--- config.mk ---
export PLATFORM = sky130hd
export DESIGN_NAME = tfem_ctrl
export DESIGN_NICKNAME = d
export VERILOG_FILES = /design/src/hdl/tfem_pkg.sv /design/src/hdl/tfem_ctrl.sv
export SDC_FILE = /design/constraint.sdc
export NUM_CORES = 1
export LEC_CHECK = 0
export BUFFER_PORTS_ARGS = -buffer_cell sky130_fd_sc_hd__buf_2
export CORE_MARGIN = 2
export CORE_UTILIZATION = 60
export CTS_BUF_LIST = sky130_fd_sc_hd__clkbuf_8
export CTS_CLUSTER_DIAMETER = 150
export CTS_CLUSTER_SIZE = 28
export DETAILED_ROUTE_END_ITERATION = 10
export PLACE_DENSITY = 0.94
export SLEW_MARGIN = 10
export SYNTH_ARGS = -nofsm -noshare
export SYNTH_HDL_FRONTEND = slang
export SYNTH_SLANG_ARGS = --single-unit
export TNS_END_PERCENT = 5
--- constraint.sdc ---
create_clock -name i_clk -period 4.86 [get_ports i_clk]
set_input_delay 1.458 -clock i_clk [delete_from_list [all_inputs] [get_ports i_clk]]
set_output_delay 1.458 -clock i_clk [all_outputs]
set_load 0.02 [all_outputs]
--- src/hdl/tfem_pkg.sv ---
// Shared types and constants for the trace fit error metrics block.
`timescale 1ns / 1ps
package tfem_pkg;

    localparam int VALUE_W    = 32;
    localparam int SUM_W      = 64;
    localparam int CFG_IDX_W  = 2;
    localparam int CFG_DATA_W = 16;
    localparam int GAIN_W     = 16;
    localparam int WAIT_W     = 16;
    localparam int MODE_W     = 2;

    localparam logic [MODE_W-1:0] MODE_RECORD = 2'd0;
    localparam logic [MODE_W-1:0] MODE_CLAMP  = 2'd1;
    localparam logic [MODE_W-1:0] MODE_FIT    = 2'd2;

    localparam logic [CFG_IDX_W-1:0] REG_ACTION_MODE     = 2'd0;
    localparam logic [CFG_IDX_W-1:0] REG_CORRECTION_GAIN = 2'd1;
    localparam logic [CFG_IDX_W-1:0] REG_WAIT_SAMPLES    = 2'd2;

    typedef enum logic [3:0] {
        OP_NONE,
        OP_ERR,
        OP_MUL,
        OP_FOUR,
        OP_ACC,
        OP_ACC2,
        OP_DIV_L1,
        OP_DIV_SQ,
        OP_DIV_FO,
        OP_ROOT_Q,
        OP_ROOT_S,
        OP_KEEP_L1,
        OP_KEEP_RMS,
        OP_KEEP_S,
        OP_KEEP_L4
    } t_op;

    typedef struct packed {
        t_op  op;
        logic load;
        logic out_load;
    } t_cmd;

    typedef struct packed {
        logic fit;
        logic last;
        logic has_n;
        logic div_done;
        logic root_done;
    } t_sts;

endpackage

--- src/hdl/tfem_ctrl.sv ---
// Controller: sequences one sample through the datapath and the end-of-run metrics.
`timescale 1ns / 1ps
module tfem_ctrl (
    input  logic            i_clk,
    input  logic            i_rst_n,
    input  logic            i_in_valid,
    output logic            o_in_ready,
    input  logic            i_out_ready,
    output logic            o_out_valid,
    input  tfem_pkg::t_sts  i_sts,
    output tfem_pkg::t_cmd  o_cmd
);
    typedef enum logic [4:0] {
        S_IDLE, S_ERR, S_MUL, S_FOUR, S_ACC, S_ACC2,
        S_DIV_L1, S_WAIT_L1, S_KEEP_L1,
        S_DIV_SQ, S_WAIT_DSQ, S_ROOT_SQ, S_WAIT_RSQ, S_KEEP_RMS,
        S_DIV_FO, S_WAIT_DFO, S_ROOT_FO, S_WAIT_RFO, S_KEEP_S,
        S_ROOT_S, S_WAIT_RS, S_KEEP_L4,
        S_OUT
    } t_state;

    t_state        r_state, n_state;
    tfem_pkg::t_op r_op, n_op;
    logic          r_out_valid;
    logic          load, out_load;

    assign load     = (r_state == S_IDLE) && i_in_valid;
    assign out_load = (r_state == S_OUT) && (!r_out_valid || i_out_ready);

    always_comb begin
        n_state = r_state;
        case (r_state)
            S_IDLE:     if (i_in_valid) n_state = S_ERR;
            S_ERR:      n_state = S_MUL;
            S_MUL:      n_state = S_FOUR;
            S_FOUR:     n_state = S_ACC;
            S_ACC:      n_state = S_ACC2;
            S_ACC2:     n_state = (i_sts.fit && i_sts.last && i_sts.has_n) ? S_DIV_L1 : S_OUT;
            S_DIV_L1:   n_state = S_WAIT_L1;
            S_WAIT_L1:  if (i_sts.div_done) n_state = S_KEEP_L1;
            S_KEEP_L1:  n_state = S_DIV_SQ;
            S_DIV_SQ:   n_state = S_WAIT_DSQ;
            S_WAIT_DSQ: if (i_sts.div_done) n_state = S_ROOT_SQ;
            S_ROOT_SQ:  n_state = S_WAIT_RSQ;
            S_WAIT_RSQ: if (i_sts.root_done) n_state = S_KEEP_RMS;
            S_KEEP_RMS: n_state = S_DIV_FO;
            S_DIV_FO:   n_state = S_WAIT_DFO;
            S_WAIT_DFO: if (i_sts.div_done) n_state = S_ROOT_FO;
            S_ROOT_FO:  n_state = S_WAIT_RFO;
            S_WAIT_RFO: if (i_sts.root_done) n_state = S_KEEP_S;
            S_KEEP_S:   n_state = S_ROOT_S;
            S_ROOT_S:   n_state = S_WAIT_RS;
            S_WAIT_RS:  if (i_sts.root_done) n_state = S_KEEP_L4;
            S_KEEP_L4:  n_state = S_OUT;
            S_OUT:      if (out_load) n_state = S_IDLE;
            default:    n_state = S_IDLE;
        endcase

        case (n_state)
            S_ERR:      n_op = tfem_pkg::OP_ERR;
            S_MUL:      n_op = tfem_pkg::OP_MUL;
            S_FOUR:     n_op = tfem_pkg::OP_FOUR;
            S_ACC:      n_op = tfem_pkg::OP_ACC;
            S_ACC2:     n_op = tfem_pkg::OP_ACC2;
            S_DIV_L1:   n_op = tfem_pkg::OP_DIV_L1;
            S_KEEP_L1:  n_op = tfem_pkg::OP_KEEP_L1;
            S_DIV_SQ:   n_op = tfem_pkg::OP_DIV_SQ;
            S_ROOT_SQ:  n_op = tfem_pkg::OP_ROOT_Q;
            S_KEEP_RMS: n_op = tfem_pkg::OP_KEEP_RMS;
            S_DIV_FO:   n_op = tfem_pkg::OP_DIV_FO;
            S_ROOT_FO:  n_op = tfem_pkg::OP_ROOT_Q;
            S_KEEP_S:   n_op = tfem_pkg::OP_KEEP_S;
            S_ROOT_S:   n_op = tfem_pkg::OP_ROOT_S;
            S_KEEP_L4:  n_op = tfem_pkg::OP_KEEP_L4;
            default:    n_op = tfem_pkg::OP_NONE;
        endcase
    end

    always_ff @(posedge i_clk) begin
        if (!i_rst_n) begin
            r_state     <= S_IDLE;
            r_op        <= tfem_pkg::OP_NONE;
            r_out_valid <= 1'b0;
        end else begin
            r_state <= n_state;
            r_op    <= n_op;
            if (out_load)         r_out_valid <= 1'b1;
            else if (i_out_ready) r_out_valid <= 1'b0;
        end
    end

    assign o_in_ready     = (r_state == S_IDLE);
    assign o_out_valid    = r_out_valid;
    assign o_cmd.op       = r_op;
    assign o_cmd.load     = load;
    assign o_cmd.out_load = out_load;
endmodule

# == After elaboration in Yosys (flattened, before gate mapping) ==
# Memories as Yosys holds them, arrays and structs flattened. A register that Yosys moved wholly into a read port is not among the register bits.
# Cells that the tools add are included.
# word_totals
reg_bits,6
latch_bits,0
mem_bits_rw,0
mem_bits_ro,128
inputBits,9
wordCells,46
mem_count,1
# op_classes
add_sub_neg,0
n_mul,0
div_mod_pow,0
n_lt_le_gt_ge,0
eq_ne,22
shifts,0
mux,12
bitwise_logic,0
reduce_logical,9
# memory_table
memory,depth,width,rd,rd_clocked_by_memory_dff,wr,line,rtl
(name not given),32,4,1,1,0,tfem_ctrl.sv:59,case (n_state)
# ops
operator,count
5-bit one-hot mux with 23 select lines,1
5-bit two-way mux,9
"5-bit by 4-bit equality test with 1-bit output, second input constant",8
"5-bit equality test, second input constant",7
"5-bit by 3-bit equality test with 1-bit output, second input constant",4
"5-bit by 2-bit equality test with 1-bit output, second input constant",2
"5-bit by 1-bit equality test with 1-bit output, second input constant",1
5-bit logical NOT,1
1-bit logical AND,4
1-bit logical NOT,2
1-bit two-way mux,2
2-bit nonzero test,1
1-bit logical OR,1

# == Depth between registers and ports, before layout ==
# depth
ltp_word,5
ltp_mapped,11
ltp_nobuf,10

# == Worst setup path before layout ==
# Ideal clock, no wire load.
# synth_timing
path_type,reg2out
startpoint,reg r_state[0]
endpoint,out o_cmd[1] in the netlist's numbering
arrival_time_ps,1796
path_slack_ps,1606
stages_incl_launch_ff,6
n_path_buf,2
cell_sequence,dfxtp_1 buf_2 nor2_1 nor4b_1 and2_1 buf_4
# synth_via
elab_chain_cells,2
# synth_lines
item,line,rtl
"start, declared",tfem_ctrl.sv:22,"t_state r_state, n_state;"
"start signal, assigned",tfem_ctrl.sv:85,r_state <= n_state;
5-bit logical NOT,-,
named net o_in_ready,tfem_ctrl.sv:7,"output logic o_in_ready,"
1-bit logical AND,tfem_ctrl.sv:27,assign load = (r_state == S_IDLE) && i_in_valid;
"end, declared",tfem_ctrl.sv:11,output tfem_pkg::t_cmd o_cmd
# The timed path passes the listed nets, and every way through them passes these cells.

==> results.md <==
- Outcome: finished clean
- Top_reg_cell synth: dfxtp_1
- Post-cts resize count: 0
- Via/cell ratio: between 6 and 7
- Die Area: about 1800 sq um
- Crit path launch type: input pin
- Sw Pwr: around 0.09 mW
- Root Driver: clkbuf_8
- Post-synth EDFFs: 0
- Routed vias: about 870
- Clock transition time at the flip-flop clock pins of the worst setup and hold paths: 0.04 ns
- Dpl hpwl: between 1 and 1.5 mm
- Antenna Cells: 0
- VDD IR max: 0.222 mV
- CTS Buffer Depth: 2
- Final period util: 0.688
- Initial antenna violation count: 0
- RSZ-0062 raised after global routing: false
- Worst skew pair latency: between 0.2 and 0.25 ns
- CTS tree: yes
- Ranking of synthesized cells by area: dfxtp_1 (23%), ha_1 (10%), nor2_1 (4.7%)
- Port bufs: 16
- Design Area, Final: ~970 sq um
- Setup Skew: ~0.0053 ns
- Post-synthesis sequential area ratio: 0.228
- Post-CTS setup buffers: 0
- Post-Syn Area: approximately 880 sq um
- Leakage power: about 0.42 nW
- Sequential share of power: 0.339
- First-pass GRT wire length: approximately 3.2 mm
- Largest net degree at the start of global routing: 16
- Gate Count Post-Synth: roughly 120
- Net count reported at finish: ~140
- Width of the die: 42.2 microns
- Total GRT Usage: 0.232
- Routability cong.: about 0.87
- CTS Sinks: 10
- Grt ovf: 0
- Worst Path Arrival: approximately 1.9 ns
- Yosys reg bits: 10
- Warnings, synthesis: 0
- Post-route ant nets: 0
- Combinational group share of total power: 0.304
- Final worst path period need: ~3.3 ns
- WL per Instance: about 13 microns
- Placed cell areas: 915 sq um
- DR pass1 iterations: 5
- Syn Nets: roughly 130
- Switch share: 0.320
- Cell row count: 13
- Post-synth cell types: 42
- Vias in the first global route: between 700 and 800
- Critical path peak fanout: 2
- DRC viols: 0
- DRT iter0 DRCs: a little over 40
- Worst Tran Pin Value: about 0.55 ns
- CP Capture Type: primary output
- Share of layout cells above drive strength 1: 0.183
- Setup tns final: 0 ns
- P_int: 0.195 mW
- Top cell type's share of synthesized area: 0.228
- Power per Cell Area: about 300 nW/um^2
- Async set or reset register ratio after synthesis: 0
- Mean post-synth cell area: 7.63 sq um
- Area leader, netlist: dfxtp_1
- DRT Wirelength: approximately 1.9 mm
- Final setup fails: 0
- Synth cell count leaders: nor2_1 (11), dfxtp_1 (10), inv_1 (10)
- HP Class: flip-flop to flip-flop
- I/O Pins: 17
- Count leader, synth: nor2_1
- Clk pwr share: 0.357
- Max Fclk: between 200 and 300 MHz
- Total CTS buffers: 3
- Count of final hold-check violations: 0
- Non-filler instance count after layout: approximately 140
- Initial Utilization: 0.658
- Slew Viols, Final: 0
- Normalized max-slew margin: 0.634
- WS Path Type: input pin to primary output
- Max-cap viol count: 0
- H-Tree Depth: 1
- Area grow syn2layout: 10.6%
- DP Cell Count: 137
- WP data required: ~3.4 ns
- Core ar.: approximately 1300 sq um
- Post-layout power: 0.286 mW
- Die Span Y: approximately 42 microns
- CTS Hold Bufs: 0
## path summary, 6_finish.rpt
path	startpoint	end	slack [ns]	depth (start not counted)
worst max-delay path	i_out_ready	o_cmd[0]	1.51	4
worst min-delay path	o_out_valid	o_out_valid	0.54	2
worst max register to register	r_state[2]	r_op[3]	2.33	8
worst min register to register	o_out_valid	o_out_valid	0.54	2
## metal layers
| layer | part of all wire | wire, microns | track usage | vias up |
|---|---|---|---|---|
| li1 | - | - | - | 431 |
| met1 | 0.42 | 797 | 0.262 | 406 |
| met2 | 0.50 | 945 | 0.403 | 28 |
| met3 | 0.053 | 101 | 0.0560 | 6 |
| met4 | 0.023 | 44 | 0.113 | 0 |
| met5 | 0 | 0 | 0 | - |
## metrics by stage
step	utilization	setup WS, ns	hold slack (ns)
2_1_floorplan	-	1.61	0.544
3_3_place_gp	0.686	1.54	0.522
3_5_place_dp	0.686	1.51	0.531
4_1_cts	0.727	1.51	0.540
5_1_grt	0.727	1.43	0.565
6_report	0.727	1.51	0.539
## state kept, by name, indices dropped and copies added (netlist names)
register and cells:
o_out_valid 1, r_op 4, r_state 5
## cell families (layout without fill, tap and decap cells)
family,after synthesis,after routing,synth area share
and+or+nand+nor,46,46,0.300
AOI/OAI and AO/OA,29,29,0.217
buffers and inverters,19,30,0.113
DFF,10,10,0.228
adders and majority gates,7,7,0.0999
xor gates and xnor gates,2,2,0.0200
muxes,2,2,0.0228
## placed cells by master, fill, tap and decap left out, types with 2 or more instances in the layout
cell type,Yosys,routed
nor3b_1,2,2
o211ai_1,2,2
o22ai_1,3,3
nor4_1,2,2
nand2b_1,2,2
a21oi_1,7,7
mux2i_1,2,2
a31oi_1,3,3
nand2_1,6,6
nand3_1,2,2
buf_2,4,16
o21ai_0,3,3
nor3_1,2,2
clkbuf_8,0,4
nand3b_1,3,3
or2_1,2,2
and2_1,3,3
dfxtp_1,10,10
nor2_1,11,11
xnor2_1,2,2
ha_1,7,7
or2_2,2,2
inv_1,10,10
a211oi_1,3,3
## power groups by stage
stage | clock network, mW | logic [mW] | registers, mW
5_1_grt | 0.110 | 0.0961 | 0.0983
3_5_place_dp | 0 | 0.0865 | 0.0981
3_3_place_gp | 0 | 0.0813 | 0.0982
6_report | 0.102 | 0.0871 | 0.0969
2_1_floorplan | 0 | 0.0680 | 0.0970
4_1_cts | 0.103 | 0.0869 | 0.0966
## critical path: stages
cell     delay, ns
buf_2         0.08
inv_1         0.04
a21oi_1       0.13
buf_2         0.18
## final cells by class
class | count | area, sq um
Multi-Input combinational cell | 86 | 578
Fill cell | 108 | 364
Sequential cell | 10 | 200
Timing Repair Buffer | 16 | 80.1
Clock buffer | 4 | 55.1
Inverter | 10 | 37.5
Tap cell | 15 | 18.8
No activity file was read; power rests on OpenSTA's default activity.
